==> config.mk <==
export PLATFORM = sky130hd
export DESIGN_NAME = linear_tween_slot_scheduler_unit
export DESIGN_NICKNAME = d
export VERILOG_FILES = /design/src/rtl/ltss_pkg.sv /design/src/rtl/linear_tween_slot_scheduler_unit.sv /design/src/rtl/ltss_div.sv /design/src/rtl/ltss_ctrl.sv /design/src/rtl/ltss_dp.sv
export SDC_FILE = /design/constraint.sdc
export NUM_CORES = 2
export LEC_CHECK = 0
export BUFFER_PORTS_ARGS = -buffer_cell sky130_fd_sc_hd__buf_2
export CORE_UTILIZATION = 60
export CTS_BUF_LIST = sky130_fd_sc_hd__clkbuf_4 sky130_fd_sc_hd__clkbuf_8 sky130_fd_sc_hd__clkbuf_16
export DETAILED_ROUTE_END_ITERATION = 10
export PLACE_DENSITY_LB_ADDON = 0.3
export SETUP_SLACK_MARGIN = 0.4
export SYNTH_ARGS = -nofsm -noshare
export SYNTH_HDL_FRONTEND = slang
export SYNTH_SLANG_ARGS = --single-unit
==> constraint.sdc <==
create_clock -name clk -period 22.2 [get_ports clk]
set_input_delay 4.44 -clock clk [delete_from_list [all_inputs] [get_ports clk]]
set_output_delay 4.44 -clock clk [all_outputs]
set_load 0.01 [all_outputs]
==> src/rtl/ltss_pkg.sv <==
`timescale 1ns / 1ps

package ltss_pkg;

  localparam int SLOT_COUNT = 16;
  localparam int IDX_W      = (SLOT_COUNT > 1) ? $clog2(SLOT_COUNT) : 1;
  localparam int SLOT_W     = 4;
  localparam int VAL_W      = 16;
  localparam int SPAN_W     = 16;
  localparam int CLK_W      = 32;
  localparam int PROD_W     = 2 * SPAN_W;
  localparam int DIV_STEPS  = SPAN_W;
  localparam int CNT_W      = $clog2(DIV_STEPS + 1);

  localparam logic KIND_START = 1'b0;
  localparam logic KIND_TICK  = 1'b1;

  typedef enum logic [2:0] {
    ST_IDLE,
    ST_START,
    ST_SCAN,
    ST_LOAD,
    ST_MUL,
    ST_DIVGO,
    ST_DIV,
    ST_EMIT
  } state_t;

  typedef struct packed {
    logic capture;
    logic idx_clr;
    logic idx_inc;
    logic load;
    logic mul;
    logic div_start;
    logic emit_start;
    logic emit_tick;
  } cmd_t;

  typedef struct packed {
    logic cur_active;
    logic idx_last;
    logic fin;
    logic div_busy;
    logic out_free;
  } stat_t;

endpackage

==> src/rtl/linear_tween_slot_scheduler_unit.sv <==
`timescale 1ns / 1ps
// start word: reply loaded in START once output is free; next word taken as it goes valid
// tick word: SCAN skips idle slots; a finishing slot goes LOAD, MUL, EMIT; one still moving
//   goes LOAD, MUL, DIVGO, DIV (16-step restoring divider), EMIT; EMIT waits on the sink
// a tick scans all 16 slots; one word in flight at a time
// the output register frees the scan from a slow sink
// reset (sync, active high) clears the clock, all slot busy bits, the fsm and out_valid

module linear_tween_slot_scheduler_unit (
  input  logic                               clk,
  input  logic                               rst,
  // input channel
  input  logic                               in_valid,
  output logic                               in_ready,
  input  logic                               kind,
  input  logic signed [ltss_pkg::VAL_W-1:0]  begin_value,
  input  logic signed [ltss_pkg::VAL_W-1:0]  end_value,
  input  logic [ltss_pkg::SPAN_W-1:0]        span_ms,
  input  logic [ltss_pkg::SPAN_W-1:0]        step_ms,
  // result channel
  output logic                               out_valid,
  input  logic                               out_ready,
  output logic                               is_start_reply,
  output logic                               accepted,
  output logic [ltss_pkg::SLOT_W-1:0]        slot,
  output logic signed [ltss_pkg::VAL_W-1:0]  value,
  output logic                               finished,
  output logic                               last
);

  // commands from the fsm, status back from the datapath
  ltss_pkg::cmd_t  cmd;
  ltss_pkg::stat_t stat;

  // sequencer: start reply, or a scan over the slots with load / multiply /
  // divide / emit for every moving slot and load / emit for one that finishes
  ltss_ctrl u_ctrl (
    .clk      (clk),
    .rst      (rst),
    .in_valid (in_valid),
    .kind     (kind),
    .stat     (stat),
    .in_ready (in_ready),
    .cmd      (cmd)
  );

  // slot store, ms clock, multiplier, divider and output register
  ltss_dp u_dp (
    .clk            (clk),
    .rst            (rst),
    .cmd            (cmd),
    .stat           (stat),
    .kind           (kind),
    .begin_value    (begin_value),
    .end_value      (end_value),
    .span_ms        (span_ms),
    .step_ms        (step_ms),
    .out_valid      (out_valid),
    .out_ready      (out_ready),
    .is_start_reply (is_start_reply),
    .accepted       (accepted),
    .slot           (slot),
    .value          (value),
    .finished       (finished),
    .last           (last)
  );

endmodule

==> src/rtl/ltss_div.sv <==
`timescale 1ns / 1ps

// restoring divider, one quotient bit per cycle
// the dividend is known to be below divisor << SPAN_W, so the quotient fits SPAN_W bits
module ltss_div (
  input  logic                            clk,
  input  logic                            rst,
  input  logic                            start,
  input  logic [ltss_pkg::PROD_W-1:0]     dividend,
  input  logic [ltss_pkg::SPAN_W-1:0]     divisor,
  output logic                            busy,
  output logic [ltss_pkg::SPAN_W-1:0]     quotient
);

  logic [ltss_pkg::SPAN_W-1:0] rem;
  logic [ltss_pkg::SPAN_W-1:0] quo;
  logic [ltss_pkg::CNT_W-1:0]  cnt;
  logic [ltss_pkg::SPAN_W+1:0] trial;
  logic                        ge;

  assign trial = {1'b0, rem, quo[ltss_pkg::SPAN_W-1]} - {2'b00, divisor};
  assign ge    = ~trial[ltss_pkg::SPAN_W+1];

  always_ff @(posedge clk) begin
    if (rst) begin
      busy <= 1'b0;
      cnt  <= '0;
    end else if (start) begin
      busy <= 1'b1;
      cnt  <= ltss_pkg::CNT_W'(ltss_pkg::DIV_STEPS);
    end else if (busy) begin
      cnt <= cnt - 1'b1;
      if (cnt == ltss_pkg::CNT_W'(1)) begin
        busy <= 1'b0;
      end
    end
  end

  always_ff @(posedge clk) begin
    if (start) begin
      rem <= dividend[ltss_pkg::PROD_W-1:ltss_pkg::SPAN_W];
      quo <= dividend[ltss_pkg::SPAN_W-1:0];
    end else if (busy) begin
      rem <= ge ? trial[ltss_pkg::SPAN_W-1:0] : {rem[ltss_pkg::SPAN_W-2:0], quo[ltss_pkg::SPAN_W-1]};
      quo <= {quo[ltss_pkg::SPAN_W-2:0], ge};
    end
  end

  assign quotient = quo;

endmodule

==> src/rtl/ltss_ctrl.sv <==
`timescale 1ns / 1ps

module ltss_ctrl (
  input  logic            clk,
  input  logic            rst,
  input  logic            in_valid,
  input  logic            kind,
  input  ltss_pkg::stat_t stat,
  output logic            in_ready,
  output ltss_pkg::cmd_t  cmd
);

  ltss_pkg::state_t state;
  ltss_pkg::state_t state_next;

  always_ff @(posedge clk) begin
    if (rst) begin
      state <= ltss_pkg::ST_IDLE;
    end else begin
      state <= state_next;
    end
  end

  always_comb begin
    state_next = state;
    cmd        = '0;
    in_ready   = 1'b0;
    unique case (state)
      ltss_pkg::ST_IDLE: begin
        in_ready = 1'b1;
        if (in_valid) begin
          cmd.capture = 1'b1;
          cmd.idx_clr = 1'b1;
          state_next  = (kind == ltss_pkg::KIND_TICK) ? ltss_pkg::ST_SCAN : ltss_pkg::ST_START;
        end
      end
      ltss_pkg::ST_START: begin
        if (stat.out_free) begin
          cmd.emit_start = 1'b1;
          state_next     = ltss_pkg::ST_IDLE;
        end
      end
      ltss_pkg::ST_SCAN: begin
        if (stat.cur_active) begin
          state_next = ltss_pkg::ST_LOAD;
        end else if (stat.idx_last) begin
          state_next = ltss_pkg::ST_IDLE;
        end else begin
          cmd.idx_inc = 1'b1;
        end
      end
      ltss_pkg::ST_LOAD: begin
        cmd.load   = 1'b1;
        state_next = ltss_pkg::ST_MUL;
      end
      ltss_pkg::ST_MUL: begin
        if (stat.fin) begin
          state_next = ltss_pkg::ST_EMIT;
        end else begin
          cmd.mul    = 1'b1;
          state_next = ltss_pkg::ST_DIVGO;
        end
      end
      ltss_pkg::ST_DIVGO: begin
        cmd.div_start = 1'b1;
        state_next    = ltss_pkg::ST_DIV;
      end
      ltss_pkg::ST_DIV: begin
        if (!stat.div_busy) begin
          state_next = ltss_pkg::ST_EMIT;
        end
      end
      ltss_pkg::ST_EMIT: begin
        if (stat.out_free) begin
          cmd.emit_tick = 1'b1;
          if (stat.idx_last) begin
            state_next = ltss_pkg::ST_IDLE;
          end else begin
            cmd.idx_inc = 1'b1;
            state_next  = ltss_pkg::ST_SCAN;
          end
        end
      end
      default: begin
        state_next = ltss_pkg::ST_IDLE;
      end
    endcase
  end

endmodule

==> src/rtl/ltss_dp.sv <==
`timescale 1ns / 1ps

module ltss_dp (
  input  logic                               clk,
  input  logic                               rst,
  input  ltss_pkg::cmd_t                     cmd,
  output ltss_pkg::stat_t                    stat,
  input  logic                               kind,
  input  logic signed [ltss_pkg::VAL_W-1:0]  begin_value,
  input  logic signed [ltss_pkg::VAL_W-1:0]  end_value,
  input  logic [ltss_pkg::SPAN_W-1:0]        span_ms,
  input  logic [ltss_pkg::SPAN_W-1:0]        step_ms,
  output logic                               out_valid,
  input  logic                               out_ready,
  output logic                               is_start_reply,
  output logic                               accepted,
  output logic [ltss_pkg::SLOT_W-1:0]        slot,
  output logic signed [ltss_pkg::VAL_W-1:0]  value,
  output logic                               finished,
  output logic                               last
);

  localparam int N = ltss_pkg::SLOT_COUNT;
  localparam int W = ltss_pkg::VAL_W;
  localparam int S = ltss_pkg::SPAN_W;

  logic [ltss_pkg::CLK_W-1:0] clock_ms;
  logic [N-1:0]               slot_active;
  logic [W-1:0]               slot_begin [N];
  logic [W-1:0]               slot_end [N];
  logic [S-1:0]               slot_span [N];
  logic [ltss_pkg::CLK_W-1:0] slot_origin_ms [N];

  logic [W-1:0]               lat_begin;
  logic [W-1:0]               lat_end;
  logic [S-1:0]               lat_span;

  logic [ltss_pkg::IDX_W-1:0] idx;
  logic                       fin;
  logic [S-1:0]               elapsed;
  logic [S-1:0]               diff_mag;
  logic                       diff_neg;
  logic [ltss_pkg::PROD_W-1:0] prod;

  logic                       free_found;
  logic [ltss_pkg::IDX_W-1:0] free_idx;
  logic                       above_any;
  logic [ltss_pkg::CLK_W-1:0] el_full;
  logic                       fin_c;
  logic [W:0]                 diff_c;
  logic [W:0]                 mag_c;
  logic [ltss_pkg::PROD_W-1:0] prod_c;
  logic                       div_busy;
  logic [S-1:0]               quo;
  logic [W+1:0]               sum_c;
  logic [W-1:0]               tick_val;
  logic                       out_free;

  // lowest free slot
  always_comb begin
    free_found = 1'b0;
    free_idx   = '0;
    for (int i = N - 1; i >= 0; i--) begin
      if (!slot_active[i]) begin
        free_found = 1'b1;
        free_idx   = ltss_pkg::IDX_W'(i);
      end
    end
  end

  // any active slot after the current one
  always_comb begin
    above_any = 1'b0;
    for (int i = 0; i < N; i++) begin
      if ((ltss_pkg::IDX_W+1)'(i) > {1'b0, idx} && slot_active[i]) begin
        above_any = 1'b1;
      end
    end
  end

  assign el_full = clock_ms - slot_origin_ms[idx];
  assign fin_c   = (slot_span[idx] == '0) ||
                   (el_full >= {{(ltss_pkg::CLK_W-S){1'b0}}, slot_span[idx]});
  assign diff_c  = {slot_end[idx][W-1], slot_end[idx]} - {slot_begin[idx][W-1], slot_begin[idx]};
  assign mag_c   = diff_c[W] ? (~diff_c + 1'b1) : diff_c;
  assign prod_c  = ltss_pkg::PROD_W'(diff_mag) * ltss_pkg::PROD_W'(elapsed);

  assign sum_c    = {{2{slot_begin[idx][W-1]}}, slot_begin[idx]} +
                    (diff_neg ? (~{2'b00, quo} + 1'b1) : {2'b00, quo});
  assign tick_val = fin ? slot_end[idx] : sum_c[W-1:0];

  assign out_free = !out_valid || out_ready;

  ltss_div u_div (
    .clk      (clk),
    .rst      (rst),
    .start    (cmd.div_start),
    .dividend (prod),
    .divisor  (slot_span[idx]),
    .busy     (div_busy),
    .quotient (quo)
  );

  assign stat.cur_active = slot_active[idx];
  assign stat.idx_last   = (idx == ltss_pkg::IDX_W'(N - 1));
  assign stat.fin        = fin;
  assign stat.div_busy   = div_busy;
  assign stat.out_free   = out_free;

  // control state
  always_ff @(posedge clk) begin
    if (rst) begin
      clock_ms    <= '0;
      slot_active <= '0;
      idx         <= '0;
      out_valid   <= 1'b0;
    end else begin
      if (cmd.capture && kind == ltss_pkg::KIND_TICK) begin
        clock_ms <= clock_ms + ltss_pkg::CLK_W'(step_ms);
      end
      if (cmd.idx_clr) begin
        idx <= '0;
      end else if (cmd.idx_inc) begin
        idx <= idx + 1'b1;
      end
      if (cmd.emit_start && free_found) begin
        slot_active[free_idx] <= 1'b1;
      end else if (cmd.emit_tick && fin) begin
        slot_active[idx] <= 1'b0;
      end
      if (cmd.emit_start || cmd.emit_tick) begin
        out_valid <= 1'b1;
      end else if (out_ready) begin
        out_valid <= 1'b0;
      end
    end
  end

  // payload
  always_ff @(posedge clk) begin
    if (cmd.capture) begin
      lat_begin <= begin_value;
      lat_end   <= end_value;
      lat_span  <= span_ms;
    end
    if (cmd.emit_start && free_found) begin
      slot_begin[free_idx]     <= lat_begin;
      slot_end[free_idx]       <= lat_end;
      slot_span[free_idx]      <= lat_span;
      slot_origin_ms[free_idx] <= clock_ms;
    end
    if (cmd.load) begin
      fin      <= fin_c;
      elapsed  <= el_full[S-1:0];
      diff_mag <= mag_c[W-1:0];
      diff_neg <= diff_c[W];
    end
    if (cmd.mul) begin
      prod <= prod_c;
    end
    if (cmd.emit_start) begin
      is_start_reply <= 1'b1;
      accepted       <= free_found;
      slot           <= free_found ? ltss_pkg::SLOT_W'(free_idx) : '0;
      value          <= free_found ? lat_begin : '0;
      finished       <= 1'b0;
      last           <= 1'b1;
    end else if (cmd.emit_tick) begin
      is_start_reply <= 1'b0;
      accepted       <= 1'b1;
      slot           <= ltss_pkg::SLOT_W'(idx);
      value          <= tick_val;
      finished       <= fin;
      last           <= !above_any;
    end
  end

endmodule

==> metrics.txt <==
Synth area leader edfxtp_1; post-synth top area share 0.614; post-synth cell types 73; core footprint 0.117 mm²; setup TNS 0 ns; P_sw 0.00184 W; share of cells above drive strength 1 0.182; global-route usage over all layers 0.301; ys async rst share 0; status completed; list of most frequent post-synthesis cells edfxtp_1 (1447), mux4_2 (376), inv_1 (324), nand2_1 (309), ha_1 (222); Post-synth EDFFs about 1.4k; post-synthesis adder-cell area fraction 0.0956; die height ~350 µm; Initial Utilization 0.607; H-tree depth 4; largest family of logic cells by synthesized area multiplexers; worst path arrival time 8.60 ns; fmax 123 MHz; area grow syn2layout 10.3%; via count approximately 40k; Seq pwr share 0.471; first-pass GRT wire length 262 mm; Routability Congestion 0.934; Worst EP required 22.67 ns; vias in the first global route 40.0k; clk buf depth 3; Clock Latency Late Sink 0.78 ns; top-count cell post-synth edfxtp_1; post-layout minimum cycle time 8.13 ns; compound-gate portion of the synthesized area 0.0456; Slew Limit Fails 0; post-synthesis mux area share 0.129; final wirelength 178 mm; critical path endpoint category register; worst slew pin tran 1.40 ns; leakage 27.3 nW; clk slew on worst S/H paths 0.07 ns; Final Cell Area 0.0780 mm²; Yosys Warn Count 0; placed inst area 0.0731 mm²; CP Class reg2reg; post-DP HPWL 106 mm; routed vias/inst approximately 6.6; # nets final 4886; Internal between 0.005 and 0.006 W; Final setup violation count 0; worst clock skew 0.0497 ns; area fraction in and, or, nand and nor cells after synthesis 0.0519; Final Util 0.669; power consumption 0.00706 W; Cell Pwr Density 90.5 mW/mm²; Post-CTS Setup Bufs 0; CTS tree built; Fin Hold WS between 0.4 and 0.5 ns; Num CTS Buffers 144; Comb pwr share 0.170; Synth Area in XOR/XNOR 0.0170; clock share of power 0.360; RSZ-0062 raised after global routing false; slew margin rel. 0.0674; Syn Inst Count 4251; IR drop worst, VDD 0.0000879 V; Die Area 0.119 mm²; Antenna Nets Post-Route 0; drt wl/cell ~29 µm; Worst setup SP type register; Syn Std Cell Area 0.0707 mm²; initial drt markers 4903; # DRC 0; register area share after synthesis 0.634; Switching Share 0.261; Cell Rows 125; fin crit share 0.366; clock sinks around 1.5k; crit-path max FO 93; I/O pin cnt 95; largest net degree at the start of global routing 94; mean post-synth cell area 16.6 µm²; DR pass1 iterations 5; Mapped Nets approximately 4.7k; initial antenna violation count 6; Hold Path Class reg2reg; final hold violations 0; cts hold-fix bufs 0; GRT Residual Overflow 0; max cap viols 0; register bit total from synthesis 1516; port bufs 94; synth top area cells edfxtp_1 (61%), mux4_2 (12%), fa_1 (5.6%); clock root buffer master clkbuf_16; die width 345 µm; Synth Flop Type edfxtp_1; post_cts resized 0
area by class of cell:
type	count	area, µm²
Sequential cell	1516	44800
Inverter	324	1220
Timing Repair Buffer	162	1000
Fill cell	7423	38500
Multi-Input combinational cell	2248	24100
Tap cell	1524	1910
Clock inverter	88	955
Clock buffer	170	3890
Antenna cell	2	5.00
final timing paths:
check	startpoint	endpoint	slack (ns)	depth (start not counted)
setup / recovery	register	u_dp.fin	14.07	23
hold / removal	u_dp.is_start_reply	u_dp.is_start_reply	0.44	2
setup reg to reg	register	u_dp.fin	14.07	23
hold reg to reg	u_dp.is_start_reply	u_dp.is_start_reply	0.44	2
registers in the layout, summed over array words and instances (netlist names), 32 cells and up, named ones only:
register             count
u_dp.slot_origin_ms    512
u_dp.slot_begin        256
u_dp.slot_end          256
u_dp.slot_span         256
u_dp.clock_ms           32
u_dp.prod               32
power by group through the flow:
| stage | Combinational [W] | Sequential (W) | Clock (W) |
|---|---|---|---|
| final | 0.00120 | 0.00332 | 0.00254 |
| after global placement | 0.00116 | 0.00337 | 0 |
| after global routing | 0.00133 | 0.00332 | 0.00266 |
| after floorplan | 0.000877 | 0.00334 | 0 |
| after detailed placement | 0.00117 | 0.00338 | 0 |
| after CTS | 0.00119 | 0.00332 | 0.00255 |
per-layer routing:
| layer | vias to the layer above | track usage | share of wire |
|---|---|---|---|
| li1 | 16527 | - | - |
| met2 | 2497 | 0.485 | 0.48 |
| met5 | - | 0 | 0.00026 |
| met4 | 6 | 0.104 | 0.033 |
| met1 | 20295 | 0.410 | 0.38 |
| met3 | 369 | 0.0666 | 0.10 |
critical path, cell delays in order, from the launching register on:
cell and delay [ns]:
dfxtp_4 0.90, buf_12 0.56, buf_4 0.64, mux4_2 0.57
mux4_2 0.47, inv_1 0.12, ha_1 0.23, nor2b_1 0.14
o31a_1 0.27, o41a_1 0.37, a31o_2 0.30, a21o_1 0.18
a21oi_1 0.18, xnor2_1 0.18, ha_1 0.29, a21o_1 0.18
a21o_1 0.17, a211oi_1 0.28, o2111ai_1 0.19, nor4b_2 0.28
nand4_1 0.13, nor4_1 0.24, nand4_1 0.11, or4_1 0.50
layout by cell type (no fill, tap or decap), types with 36 or more instances in the layout:
cell and count:
clkbuf_16 149, a21o_1 36, edfxtp_1 1447, mux4_2 376
inv_1 324, fa_1 199, o21a_1 39, nor2_1 127
and2_1 119, buf_4 64, xnor2_1 97, a21oi_1 145
nand2_1 309, o21ai_0 102, ha_1 222, xor2_1 38
buf_2 96, dfxtp_1 65
cell families after synthesis:
kind of cell / after synthesis
buffers and inverters: 487
AND/OR/NAND/NOR: 772
multiplexers: 420
adder cells (fa/ha/maj): 421
XOR/XNOR: 136
flip-flops: 1516
AO/OA/AOI/OAI: 499
metrics by stage:
step	setup WS, ns	instances
finish	14.07	6034
global route	13.50	6032
CTS	14.09	6032
detailed placement	13.78	5774
global placement	13.87	5771
floorplan	12.97	4251
(Power assumes the default switching activity.)
